File: config.mk
export PLATFORM = sky130hd
export DESIGN_NAME = hex_grid_astar_route
export DESIGN_NICKNAME = d
export VERILOG_FILES = /design/src/hgar_pkg.sv /design/src/hgar_dp.sv /design/src/hgar_ctrl.sv /design/src/hex_grid_astar_route.sv
export SDC_FILE = /design/constraint.sdc
export NUM_CORES = 2
export LEC_CHECK = 0
export BUFFER_PORTS_ARGS = -buffer_cell sky130_fd_sc_hd__buf_2
export CAP_MARGIN = 20
export CORE_AREA = 2 2 339 341
export CTS_CLUSTER_DIAMETER = 40
export DETAILED_ROUTE_END_ITERATION = 7
export DIE_AREA = 0 0 341 343
export HOLD_SLACK_MARGIN = 0.02
export PLACE_DENSITY = 0.7
export SLEW_MARGIN = 25
export SYNTH_ARGS = -nofsm -noshare
export SYNTH_HDL_FRONTEND = slang
export SYNTH_SLANG_ARGS = --single-unit
File: constraint.sdc
create_clock -name clk -period 12.7 [get_ports clk]
set_input_delay 2.54 -clock clk [delete_from_list [all_inputs] [get_ports clk]]
set_output_delay 2.54 -clock clk [all_outputs]
set_load 0.005 [all_outputs]
File: src/hgar_pkg.sv
// ----------------------------------------------------------------------------
// hgar_pkg
// Shared types, constants and helper functions of the hex grid route search
// ----------------------------------------------------------------------------
package hgar_pkg;

  localparam int MAX_COLS = 8;
  localparam int MAX_ROWS = 8;
  localparam int CELLS    = MAX_COLS * MAX_ROWS;
  localparam int CRD_W    = 3;
  localparam int DIM_W    = 4;
  localparam int ID_W     = 2 * CRD_W;
  localparam int CNT_W    = ID_W + 1;
  localparam int G_W      = ID_W;
  localparam int H_W      = CRD_W + 1;
  localparam int F_W      = G_W + 1;
  localparam int NB_W     = 3;
  localparam logic [NB_W-1:0] NB_LAST = 3'd5;

  typedef logic [ID_W-1:0]  id_t;
  typedef logic [CNT_W-1:0] cnt_t;

  typedef enum logic [3:0] {
    OP_NONE,
    OP_LOAD,
    OP_SCAN_INIT,
    OP_SCAN,
    OP_POP,
    OP_SHIFT,
    OP_NB_A,
    OP_NB_B,
    OP_EMIT_NONE,
    OP_EMIT_END,
    OP_RT_NEXT
  } op_t;

  typedef struct packed {
    op_t op;
  } cmd_t;

  typedef struct packed {
    logic empty;
    logic scan_done;
    logic shift_done;
    logic hit;
    logic need_b;
    logic nb_last;
    logic o_last;
  } stat_t;

  function automatic logic [H_W-1:0] absdiff(input logic [CRD_W-1:0] a,
                                             input logic [CRD_W-1:0] b);
    logic [CRD_W-1:0] d;
    d = (a > b) ? a - b : b - a;
    return {1'b0, d};
  endfunction

  function automatic logic [H_W-1:0] heur(input id_t c, input id_t e);
    return absdiff(c[CRD_W-1:0], e[CRD_W-1:0]) + absdiff(c[ID_W-1:CRD_W], e[ID_W-1:CRD_W]);
  endfunction

  function automatic logic signed [1:0] nb_dx(input logic odd, input logic [NB_W-1:0] n);
    logic signed [1:0] d;
    d = 2'sd0;
    if (odd) begin
      case (n)
        3'd1, 3'd2, 3'd5: d = 2'sd1;
        3'd3:             d = -2'sd1;
        default:          d = 2'sd0;
      endcase
    end else begin
      case (n)
        3'd0, 3'd2, 3'd4: d = -2'sd1;
        3'd1:             d = 2'sd1;
        default:          d = 2'sd0;
      endcase
    end
    return d;
  endfunction

  function automatic logic signed [1:0] nb_dy(input logic odd, input logic [NB_W-1:0] n);
    logic signed [1:0] d;
    d = 2'sd0;
    if (odd) begin
      case (n)
        3'd0, 3'd2:       d = -2'sd1;
        3'd4, 3'd5:       d = 2'sd1;
        default:          d = 2'sd0;
      endcase
    end else begin
      case (n)
        3'd2, 3'd3:       d = 2'sd1;
        3'd4, 3'd5:       d = -2'sd1;
        default:          d = 2'sd0;
      endcase
    end
    return d;
  endfunction

endpackage

File: src/hgar_dp.sv
// ----------------------------------------------------------------------------
// hgar_dp
// Datapath: open list, cost and parent memories, cell flags and result register
// ----------------------------------------------------------------------------
module hgar_dp import hgar_pkg::*; (
  input  logic             clk,
  input  logic             rst,
  input  cmd_t             cmd,
  output stat_t            st,
  input  logic             cfg_we,
  input  logic             cfg_index,
  input  logic [DIM_W-1:0] cfg_data,
  input  logic [CRD_W-1:0] in_sx,
  input  logic [CRD_W-1:0] in_sy,
  input  logic [CRD_W-1:0] in_ex,
  input  logic [CRD_W-1:0] in_ey,
  output logic             o_found,
  output logic [CRD_W-1:0] o_x,
  output logic [CRD_W-1:0] o_y,
  output logic             o_last
);

  logic [DIM_W-1:0] grid_cols, grid_rows, cols_c, rows_c;
  id_t              start_id, end_id, cur_id, best_id, s2_id, rt_addr;
  logic [G_W-1:0]   cur_g, best_g;
  logic [F_W-1:0]   best_f, s2_f;
  cnt_t             cnt, i, s1_i, s2_i, best_i, r;
  logic             s1_v, s2_v, best_v, sh_v;
  id_t              sh_w;
  logic [NB_W-1:0]  n;
  logic [CELLS-1:0] closed_f, open_f;

  id_t              lmem [CELLS];
  logic [G_W-1:0]   gmem [CELLS];
  id_t              pmem [CELLS];
  id_t              l_rd, p_rd;
  logic [G_W-1:0]   g_rd;

  id_t              l_ra, g_ra, l_wa;
  id_t              l_wd;
  logic             l_we, g_we;
  id_t              g_wa;
  logic [G_W-1:0]   g_wd;

  logic signed [4:0] nx, ny;
  logic              nb_in, nb_cl, nb_op, append;
  id_t               nb_id;
  logic [G_W-1:0]    ng;
  logic              start_ok;

  assign cols_c = (grid_cols > DIM_W'(MAX_COLS)) ? DIM_W'(MAX_COLS) : grid_cols;
  assign rows_c = (grid_rows > DIM_W'(MAX_ROWS)) ? DIM_W'(MAX_ROWS) : grid_rows;
  assign start_ok = ({1'b0, in_sx} < cols_c) && ({1'b0, in_sy} < rows_c);

  // neighbour of the current cell
  always_comb begin
    nx    = $signed({2'b00, cur_id[CRD_W-1:0]})
          + 5'(nb_dx(cur_id[CRD_W], n));
    ny    = $signed({2'b00, cur_id[ID_W-1:CRD_W]})
          + 5'(nb_dy(cur_id[CRD_W], n));
    nb_in = !nx[4] && !ny[4] && (nx[3:0] < cols_c) && (ny[3:0] < rows_c);
    nb_id = {ny[CRD_W-1:0], nx[CRD_W-1:0]};
    nb_cl = closed_f[nb_id];
    nb_op = open_f[nb_id];
    ng    = cur_g + G_W'(1);
    append = (cmd.op == OP_NB_A) && nb_in && !nb_cl && !nb_op;
  end

  assign s2_f = F_W'(g_rd) + F_W'(heur(s2_id, end_id));

  always_comb begin
    st.empty      = (cnt == '0);
    st.scan_done  = (i >= cnt) && !s1_v && !s2_v;
    st.shift_done = (r > cnt) && !sh_v;
    st.hit        = append && (nb_id == end_id);
    st.need_b     = nb_in && !nb_cl && nb_op;
    st.nb_last    = (n == NB_LAST);
    st.o_last     = o_last;
  end

  // memory port selection
  always_comb begin
    l_ra = (cmd.op == OP_SHIFT) ? r[ID_W-1:0] : i[ID_W-1:0];
    g_ra = (cmd.op == OP_NB_A) ? nb_id : l_rd;
    l_we = 1'b0;
    l_wa = '0;
    l_wd = '0;
    g_we = 1'b0;
    g_wa = nb_id;
    g_wd = ng;
    unique case (cmd.op)
      OP_LOAD: begin
        l_we = 1'b1;
        l_wd = {in_sy, in_sx};
        g_we = 1'b1;
        g_wa = {in_sy, in_sx};
        g_wd = '0;
      end
      OP_SHIFT: begin
        l_we = sh_v;
        l_wa = sh_w;
        l_wd = l_rd;
      end
      OP_NB_A: begin
        l_we = append;
        l_wa = cnt[ID_W-1:0];
        l_wd = nb_id;
        g_we = append;
      end
      OP_NB_B: g_we = (g_rd > ng);
      default: ;
    endcase
  end

  always_ff @(posedge clk) begin
    if (l_we) lmem[l_wa] <= l_wd;
    if (g_we) gmem[g_wa] <= g_wd;
    if (g_we && cmd.op != OP_LOAD) pmem[g_wa] <= cur_id;
    l_rd <= lmem[l_ra];
    g_rd <= gmem[g_ra];
    p_rd <= pmem[rt_addr];
  end

  always_ff @(posedge clk) begin
    if (rst) begin
      grid_cols <= DIM_W'(MAX_COLS);
      grid_rows <= DIM_W'(MAX_ROWS);
    end else if (cfg_we) begin
      if (cfg_index) grid_rows <= cfg_data;
      else           grid_cols <= cfg_data;
    end
  end

  always_ff @(posedge clk) begin
    if (rst) begin
      cnt      <= '0;
      closed_f <= '0;
      open_f   <= '0;
      s1_v     <= 1'b0;
      s2_v     <= 1'b0;
      sh_v     <= 1'b0;
      best_v   <= 1'b0;
      i        <= '0;
      r        <= '0;
      n        <= '0;
      o_found  <= 1'b0;
      o_x      <= '0;
      o_y      <= '0;
      o_last   <= 1'b0;
    end else begin
      unique case (cmd.op)
        OP_LOAD: begin
          start_id <= {in_sy, in_sx};
          end_id   <= {in_ey, in_ex};
          closed_f <= '0;
          open_f   <= CELLS'(start_ok) << {in_sy, in_sx};
          cnt      <= start_ok ? cnt_t'(1) : '0;
        end
        OP_SCAN_INIT: begin
          i      <= '0;
          s1_v   <= 1'b0;
          s2_v   <= 1'b0;
          best_v <= 1'b0;
        end
        OP_SCAN: begin
          s1_v <= (i < cnt);
          s1_i <= i;
          if (i < cnt) i <= i + cnt_t'(1);
          s2_v  <= s1_v;
          s2_id <= l_rd;
          s2_i  <= s1_i;
          if (s2_v && (!best_v || s2_f < best_f)) begin
            best_v  <= 1'b1;
            best_f  <= s2_f;
            best_i  <= s2_i;
            best_id <= s2_id;
            best_g  <= g_rd;
          end
        end
        OP_POP: begin
          cur_id            <= best_id;
          cur_g             <= best_g;
          closed_f[best_id] <= 1'b1;
          open_f[best_id]   <= 1'b0;
          cnt               <= cnt - cnt_t'(1);
          r                 <= best_i + cnt_t'(1);
          sh_v              <= 1'b0;
          n                 <= '0;
        end
        OP_SHIFT: begin
          sh_v <= (r <= cnt);
          sh_w <= ID_W'(r - cnt_t'(1));
          if (r <= cnt) r <= r + cnt_t'(1);
        end
        OP_NB_A: begin
          if (append) begin
            open_f[nb_id] <= 1'b1;
            cnt           <= cnt + cnt_t'(1);
          end
          if (!st.need_b) n <= n + NB_W'(1);
        end
        OP_NB_B: n <= n + NB_W'(1);
        OP_EMIT_NONE: begin
          o_found <= 1'b0;
          o_x     <= '0;
          o_y     <= '0;
          o_last  <= 1'b1;
        end
        OP_EMIT_END: begin
          o_found <= 1'b1;
          o_x     <= end_id[CRD_W-1:0];
          o_y     <= end_id[ID_W-1:CRD_W];
          o_last  <= 1'b0;
          rt_addr <= end_id;
        end
        OP_RT_NEXT: begin
          o_found <= 1'b1;
          o_x     <= p_rd[CRD_W-1:0];
          o_y     <= p_rd[ID_W-1:CRD_W];
          o_last  <= (p_rd == start_id);
          rt_addr <= p_rd;
        end
        default: ;
      endcase
    end
  end

endmodule

File: src/hgar_ctrl.sv
// ----------------------------------------------------------------------------
// hgar_ctrl
// Controller: sequences load, best-entry scan, removal, expansion and route walk
// ----------------------------------------------------------------------------
module hgar_ctrl import hgar_pkg::*; (
  input  logic  clk,
  input  logic  rst,
  input  logic  in_valid,
  output logic  in_ready,
  output logic  out_valid,
  input  logic  out_ready,
  input  stat_t st,
  output cmd_t  cmd
);

  typedef enum logic [11:0] {
    S_IDLE  = 12'b000000000001,
    S_NEXT  = 12'b000000000010,
    S_SCANI = 12'b000000000100,
    S_SCAN  = 12'b000000001000,
    S_POP   = 12'b000000010000,
    S_SHIFT = 12'b000000100000,
    S_NBA   = 12'b000001000000,
    S_NBB   = 12'b000010000000,
    S_NONE  = 12'b000100000000,
    S_REND  = 12'b001000000000,
    S_RNEXT = 12'b010000000000,
    S_OUT   = 12'b100000000000
  } state_t;

  state_t state, state_next;

  assign in_ready  = (state == S_IDLE);
  assign out_valid = (state == S_OUT);

  always_comb begin
    state_next = state;
    cmd.op     = OP_NONE;
    unique case (state)
      S_IDLE: begin
        if (in_valid) begin
          cmd.op     = OP_LOAD;
          state_next = S_NEXT;
        end
      end
      S_NEXT:  state_next = st.empty ? S_NONE : S_SCANI;
      S_SCANI: begin
        cmd.op     = OP_SCAN_INIT;
        state_next = S_SCAN;
      end
      S_SCAN: begin
        cmd.op = OP_SCAN;
        if (st.scan_done) state_next = S_POP;
      end
      S_POP: begin
        cmd.op     = OP_POP;
        state_next = S_SHIFT;
      end
      S_SHIFT: begin
        cmd.op = OP_SHIFT;
        if (st.shift_done) state_next = S_NBA;
      end
      S_NBA: begin
        cmd.op = OP_NB_A;
        priority if (st.hit)    state_next = S_REND;
        else if (st.need_b)     state_next = S_NBB;
        else if (st.nb_last)    state_next = S_NEXT;
        else                    state_next = S_NBA;
      end
      S_NBB: begin
        cmd.op     = OP_NB_B;
        state_next = st.nb_last ? S_NEXT : S_NBA;
      end
      S_NONE: begin
        cmd.op     = OP_EMIT_NONE;
        state_next = S_OUT;
      end
      S_REND: begin
        cmd.op     = OP_EMIT_END;
        state_next = S_OUT;
      end
      S_RNEXT: begin
        cmd.op     = OP_RT_NEXT;
        state_next = S_OUT;
      end
      S_OUT: begin
        if (out_ready) state_next = st.o_last ? S_IDLE : S_RNEXT;
      end
      default: state_next = S_IDLE;
    endcase
  end

  always_ff @(posedge clk) begin
    if (rst) state <= S_IDLE;
    else     state <= state_next;
  end

endmodule

File: src/hex_grid_astar_route.sv
// ----------------------------------------------------------------------------
// hex_grid_astar_route
// A* route search on an offset hexagon grid, route emitted end to start
// ----------------------------------------------------------------------------
// one query at a time; input ready again after the last result transfer
// each expansion runs a scan of the open list, a removal shift and the checks of
// the six neighbour cells of the removed cell
// a start outside the grid gives a no-route result without a search; route cells
// follow one at a time, each after the previous one is taken
// synchronous reset: controller idle, grid set to 8 x 8, lists empty
module hex_grid_astar_route import hgar_pkg::*; (
  input  logic        clk,
  input  logic        rst,
  input  logic        s_axis_tvalid,
  output logic        s_axis_tready,
  input  logic [15:0] s_axis_tdata,  // start_x, start_y, end_x, end_y, zero pad
  output logic        m_axis_tvalid,
  input  logic        m_axis_tready,
  output logic [7:0]  m_axis_tdata,  // cell_x, cell_y, zero pad
  output logic        m_axis_tuser,  // found
  output logic        m_axis_tlast,
  input  logic        cfg_we,
  input  logic        cfg_index,
  input  logic [3:0]  cfg_data
);

  cmd_t             cmd;
  stat_t            st;
  logic [CRD_W-1:0] o_x, o_y;

  hgar_ctrl u_ctrl (
    .clk       (clk),
    .rst       (rst),
    .in_valid  (s_axis_tvalid),
    .in_ready  (s_axis_tready),
    .out_valid (m_axis_tvalid),
    .out_ready (m_axis_tready),
    .st        (st),
    .cmd       (cmd)
  );

  hgar_dp u_dp (
    .clk       (clk),
    .rst       (rst),
    .cmd       (cmd),
    .st        (st),
    .cfg_we    (cfg_we),
    .cfg_index (cfg_index),
    .cfg_data  (cfg_data),
    .in_sx     (s_axis_tdata[2:0]),
    .in_sy     (s_axis_tdata[5:3]),
    .in_ex     (s_axis_tdata[8:6]),
    .in_ey     (s_axis_tdata[11:9]),
    .o_found   (m_axis_tuser),
    .o_x       (o_x),
    .o_y       (o_y),
    .o_last    (m_axis_tlast)
  );

  assign m_axis_tdata = {2'b00, o_y, o_x};

endmodule

==> flow_summary.yaml <==
job:
  cap_viol_max_count: 0
clock_network:
  cts_max_path_buffers: 3
  clkTransAtPathRegs_ns: 0.06
  h-tree-depth: 4
  cts-resized-gates: 0
  cts_tree: "built"
  cts.sinks: 1436
  postCtsSetupRepairBufs: 0
  clock_latency_ns: 0.79
  cts_root_buf: "clkbuf_16"
  ctsHoldBuffers: 0
  numCtsBuffers: 168
sta:
  tns_ns: 0
  rsz0062_at_grt: "no"
  finalMaxSlewViolations: 0
  hold_viol: 0
  period_share: 0.573
  max_freq_ghz: 0.137
  clock_skew_ns: 0.0268
  slew_headroom: 0.247
  setup_viol: 0
  tightest_slew_ns: 1.13
  min_period_ns: 7.27
routing:
  wire_per_inst_um: 24.7
  drt-initial-drc-count: 5466
  dr_total_vias: 41000
  avgViaCountPerCell: 6.29
  drtAntennaViolNets: 0
  dr.pass1.iters: 8
  wl_mm: 161
  drc: 0
placement:
  gp_congestion: 0.846
  dp_hpwl_mm: 94.5
  place_area_sq_mm: 0.0634
  numPortBuffers: 31
layout:
  fillers: 8517
  syn2layout_area_growth_pct: 11.9
  drive_above_1_share: 0.125
  nets: 4971
  finalInstanceArea_sq_mm: 0.0692
worst_setup_path:
  ff2ff_setup_slack_ns: 5.43
  r2r_end: "u_dp.gmem[3][5]"
  path_max_fanout: 65
  cp.required_ns: 13.09
  reg2reg_depth: 18
  critPathLaunch: "u_dp.n[1]"
  max_stage_delay_ns: 0.89
  cp_slowest_cell: "nor3_1"
  cp_cell_sequence: "inv_1, ha_1, or2_2, a31oi_1, inv_1, ha_1, xor2_2, inv_2, nand2_1, a311o_1, o22ai_1, nor4_4, nand3_2, a21o_2, buf_4, and2_2, buf_4, nor3_1"
  cpLargestDelayFamily: "simple AND/OR/NAND/NOR gates"
  path_buf_inv: 5
  start_kind: "flip-flop"
  critPathKind: "reg -> reg"
  crit_arrival_ns: 7.67
  end_kind: "flip-flop"
  r2r-start: "u_dp.n[1]"
global_route:
  grt_usage: 0.273
  grt-ovfl-total: 0
  grt_pass1_wl_mm: 242
  grt_pass1_vias: 39300
  antenna_found_initial: 3
  grt_start_max_net_pins: 180
logic_synthesis:
  yosys.area.top_type: "edfxtp_1"
  synth_edf_count: 1234
  netlist_top_cells_area: "edfxtp_1, dfxtp_1, nand2_1"
  ys.flop_type: "edfxtp_1"
  yosysWarnings: 0
  ys_seq_area_frac: 0.665
  synth_seq_cells: 1436
  synthArstFlopShare: 0
  synth_top_area_frac: 0.600
  synthCells: 4885
  synth.avg_cell_area_sq_um: 12.7
  netlist_area_sq_mm: 0.0618
  synth_cell_type_count: 87
die:
  io_pins: 38
  start_util: 0.545
  rows: 124
  core_area_sq_mm: 0.113
  die_w_um: 341
  dieHeight_um: 343
  die_area_sq_mm: 0.117
worst_hold_path:
  hold_path.class: "reg -> reg"
  whs_endpoint: "u_dp.cur_g[5]"
  min_from: "u_dp.best_g[5]"
  holdPathStages: 0
pwr:
  finalPower_mw: 11.7
  power.density_mw_per_mm2: 169
  peakVddDrop_mv: 0.147
  p_leak_nw: 23.2
status:
  status: "finished, final reports clean"
-- kinds of logic (layout without fill, tap and decap cells) --
| logic type | after synthesis | count (layout) | share of synthesized area |
|---|---|---|---|
| AOI/OAI and AO/OA | 819 | 819 | 0.0806 |
| DFF | 1436 | 1436 | 0.665 |
| adders and majority gates | 90 | 90 | 0.0196 |
| muxes | 244 | 244 | 0.0666 |
| and+or+nand+nor | 1858 | 1858 | 0.135 |
| xor gates and xnor gates | 44 | 44 | 0.00636 |
| buffers and inverters | 393 | 505 | 0.0267 |
| other | 1 | 3 | 0.0000607 |
-- flip-flops by register name, indices dropped and copies added, names as in the netlist, 7 cells and up --
| name | cells |
|---|---|
| u_ctrl.state | 12 |
| u_dp.best_f | 7 |
| u_dp.best_i | 7 |
| u_dp.closed_f | 64 |
| u_dp.cnt | 7 |
| u_dp.gmem | 384 |
| u_dp.i | 7 |
| u_dp.lmem | 384 |
| u_dp.open_f | 64 |
| u_dp.pmem | 384 |
| u_dp.r | 7 |
| u_dp.s1_i | 7 |
| u_dp.s2_i | 7 |
-- synthesized netlist by cell type, drive strengths merged, types with 12 or more instances --
master and n:
edfxtp 1234, nand2 803, nor2 362, nand3 308, a21oi 291, o21ai 216
dfxtp 202, nor3 170, buf 164, clkbuf 151, mux4 131, mux2i 86
ha 79, inv 78, a22oi 71, a31oi 54, nand4 39, nor2b 28
mux2 27, nor4 26, a21o 24, and3 24, nand2b 22, xnor2 22
xor2 22, o22ai 19, a311oi 18, o221ai 16, a2111oi 12, a32oi 12
or3 12
-- power by group --
part	internal [mW]	switching (mW)	leakage, nW
sequential	5.31	0.0485	12.8
combinational	0.347	1.07	7.60
clock	2.92	2.00	2.76
-- worst max path at each step --
stage | endpoint | slack, ns | depth (start not counted)
2_1_floorplan | u_dp.gmem[14][0] | 6.93 | 20
3_3_place_gp | u_dp.gmem[5][0] | 5.78 | 19
3_5_place_dp | u_dp.gmem[8][4] | 5.63 | 18
4_1_cts | u_dp.gmem[3][5] | 5.55 | 18
5_1_grt | u_dp.gmem[34][0] | 5.16 | 18
6_report | u_dp.gmem[3][5] | 5.43 | 18
-- cells in the final DEF, fill, tap and decap left out, drive strengths merged, types with 10 or more instances in the layout --
master and n:
or3 12, o221ai 16, o21ai 216, nand2b 22, nand2 803, o22ai 19, mux4 131, fa 11
nand3 308, a32oi 12, a31oi 54, bufinv 20, nor2 362, clkinv 57, inv 100, nand4 39
edfxtp 1234, and3 24, xor2 22, buf 114, a311oi 18, xnor2 22, nor2b 28, nor3 170
dfxtp 202, ha 79, a21o 24, nor4 26, a22oi 71, clkinvlp 18, mux2i 86, a21oi 291
clkbuf 196, a2111oi 12, o31ai 10, mux2 27
-- final cells by class --
class,count,area [sq um],share of cell area
diodes,1,2.50,0.0000362
flip-flops and latches,1436,41100,0.594
repair buffers,114,813,0.0118
multi-input cells,3057,19300,0.279
well taps,1512,1890,0.0274
clock inverters,117,1380,0.0200
clock buffers,196,4380,0.0633
inverters,78,293,0.00423
-- metal layers --
layer / GRT usage / part of all wire / up-vias
met2: 0.437 / 0.48 / 2208
met5: 0 / 0 / -
met1: 0.378 / 0.40 / 20200
met4: 0.0948 / 0.030 / 0
li1: - / - / 18200
met3: 0.0505 / 0.094 / 330
-- per-stage QoR --
stage          setup slack, ns   util  hold WS [ns]  std cells
2_1_floorplan             6.93      -         0.400       4886
3_3_place_gp              5.78  0.559         0.400       6196
3_5_place_dp              5.63  0.559         0.405       6197
4_1_cts                   5.55  0.610         0.411       6510
5_1_grt                   5.16  0.610         0.423       6511
6_report                  5.43  0.610         0.416       6511
No activity file was read; power rests on OpenSTA's default activity.
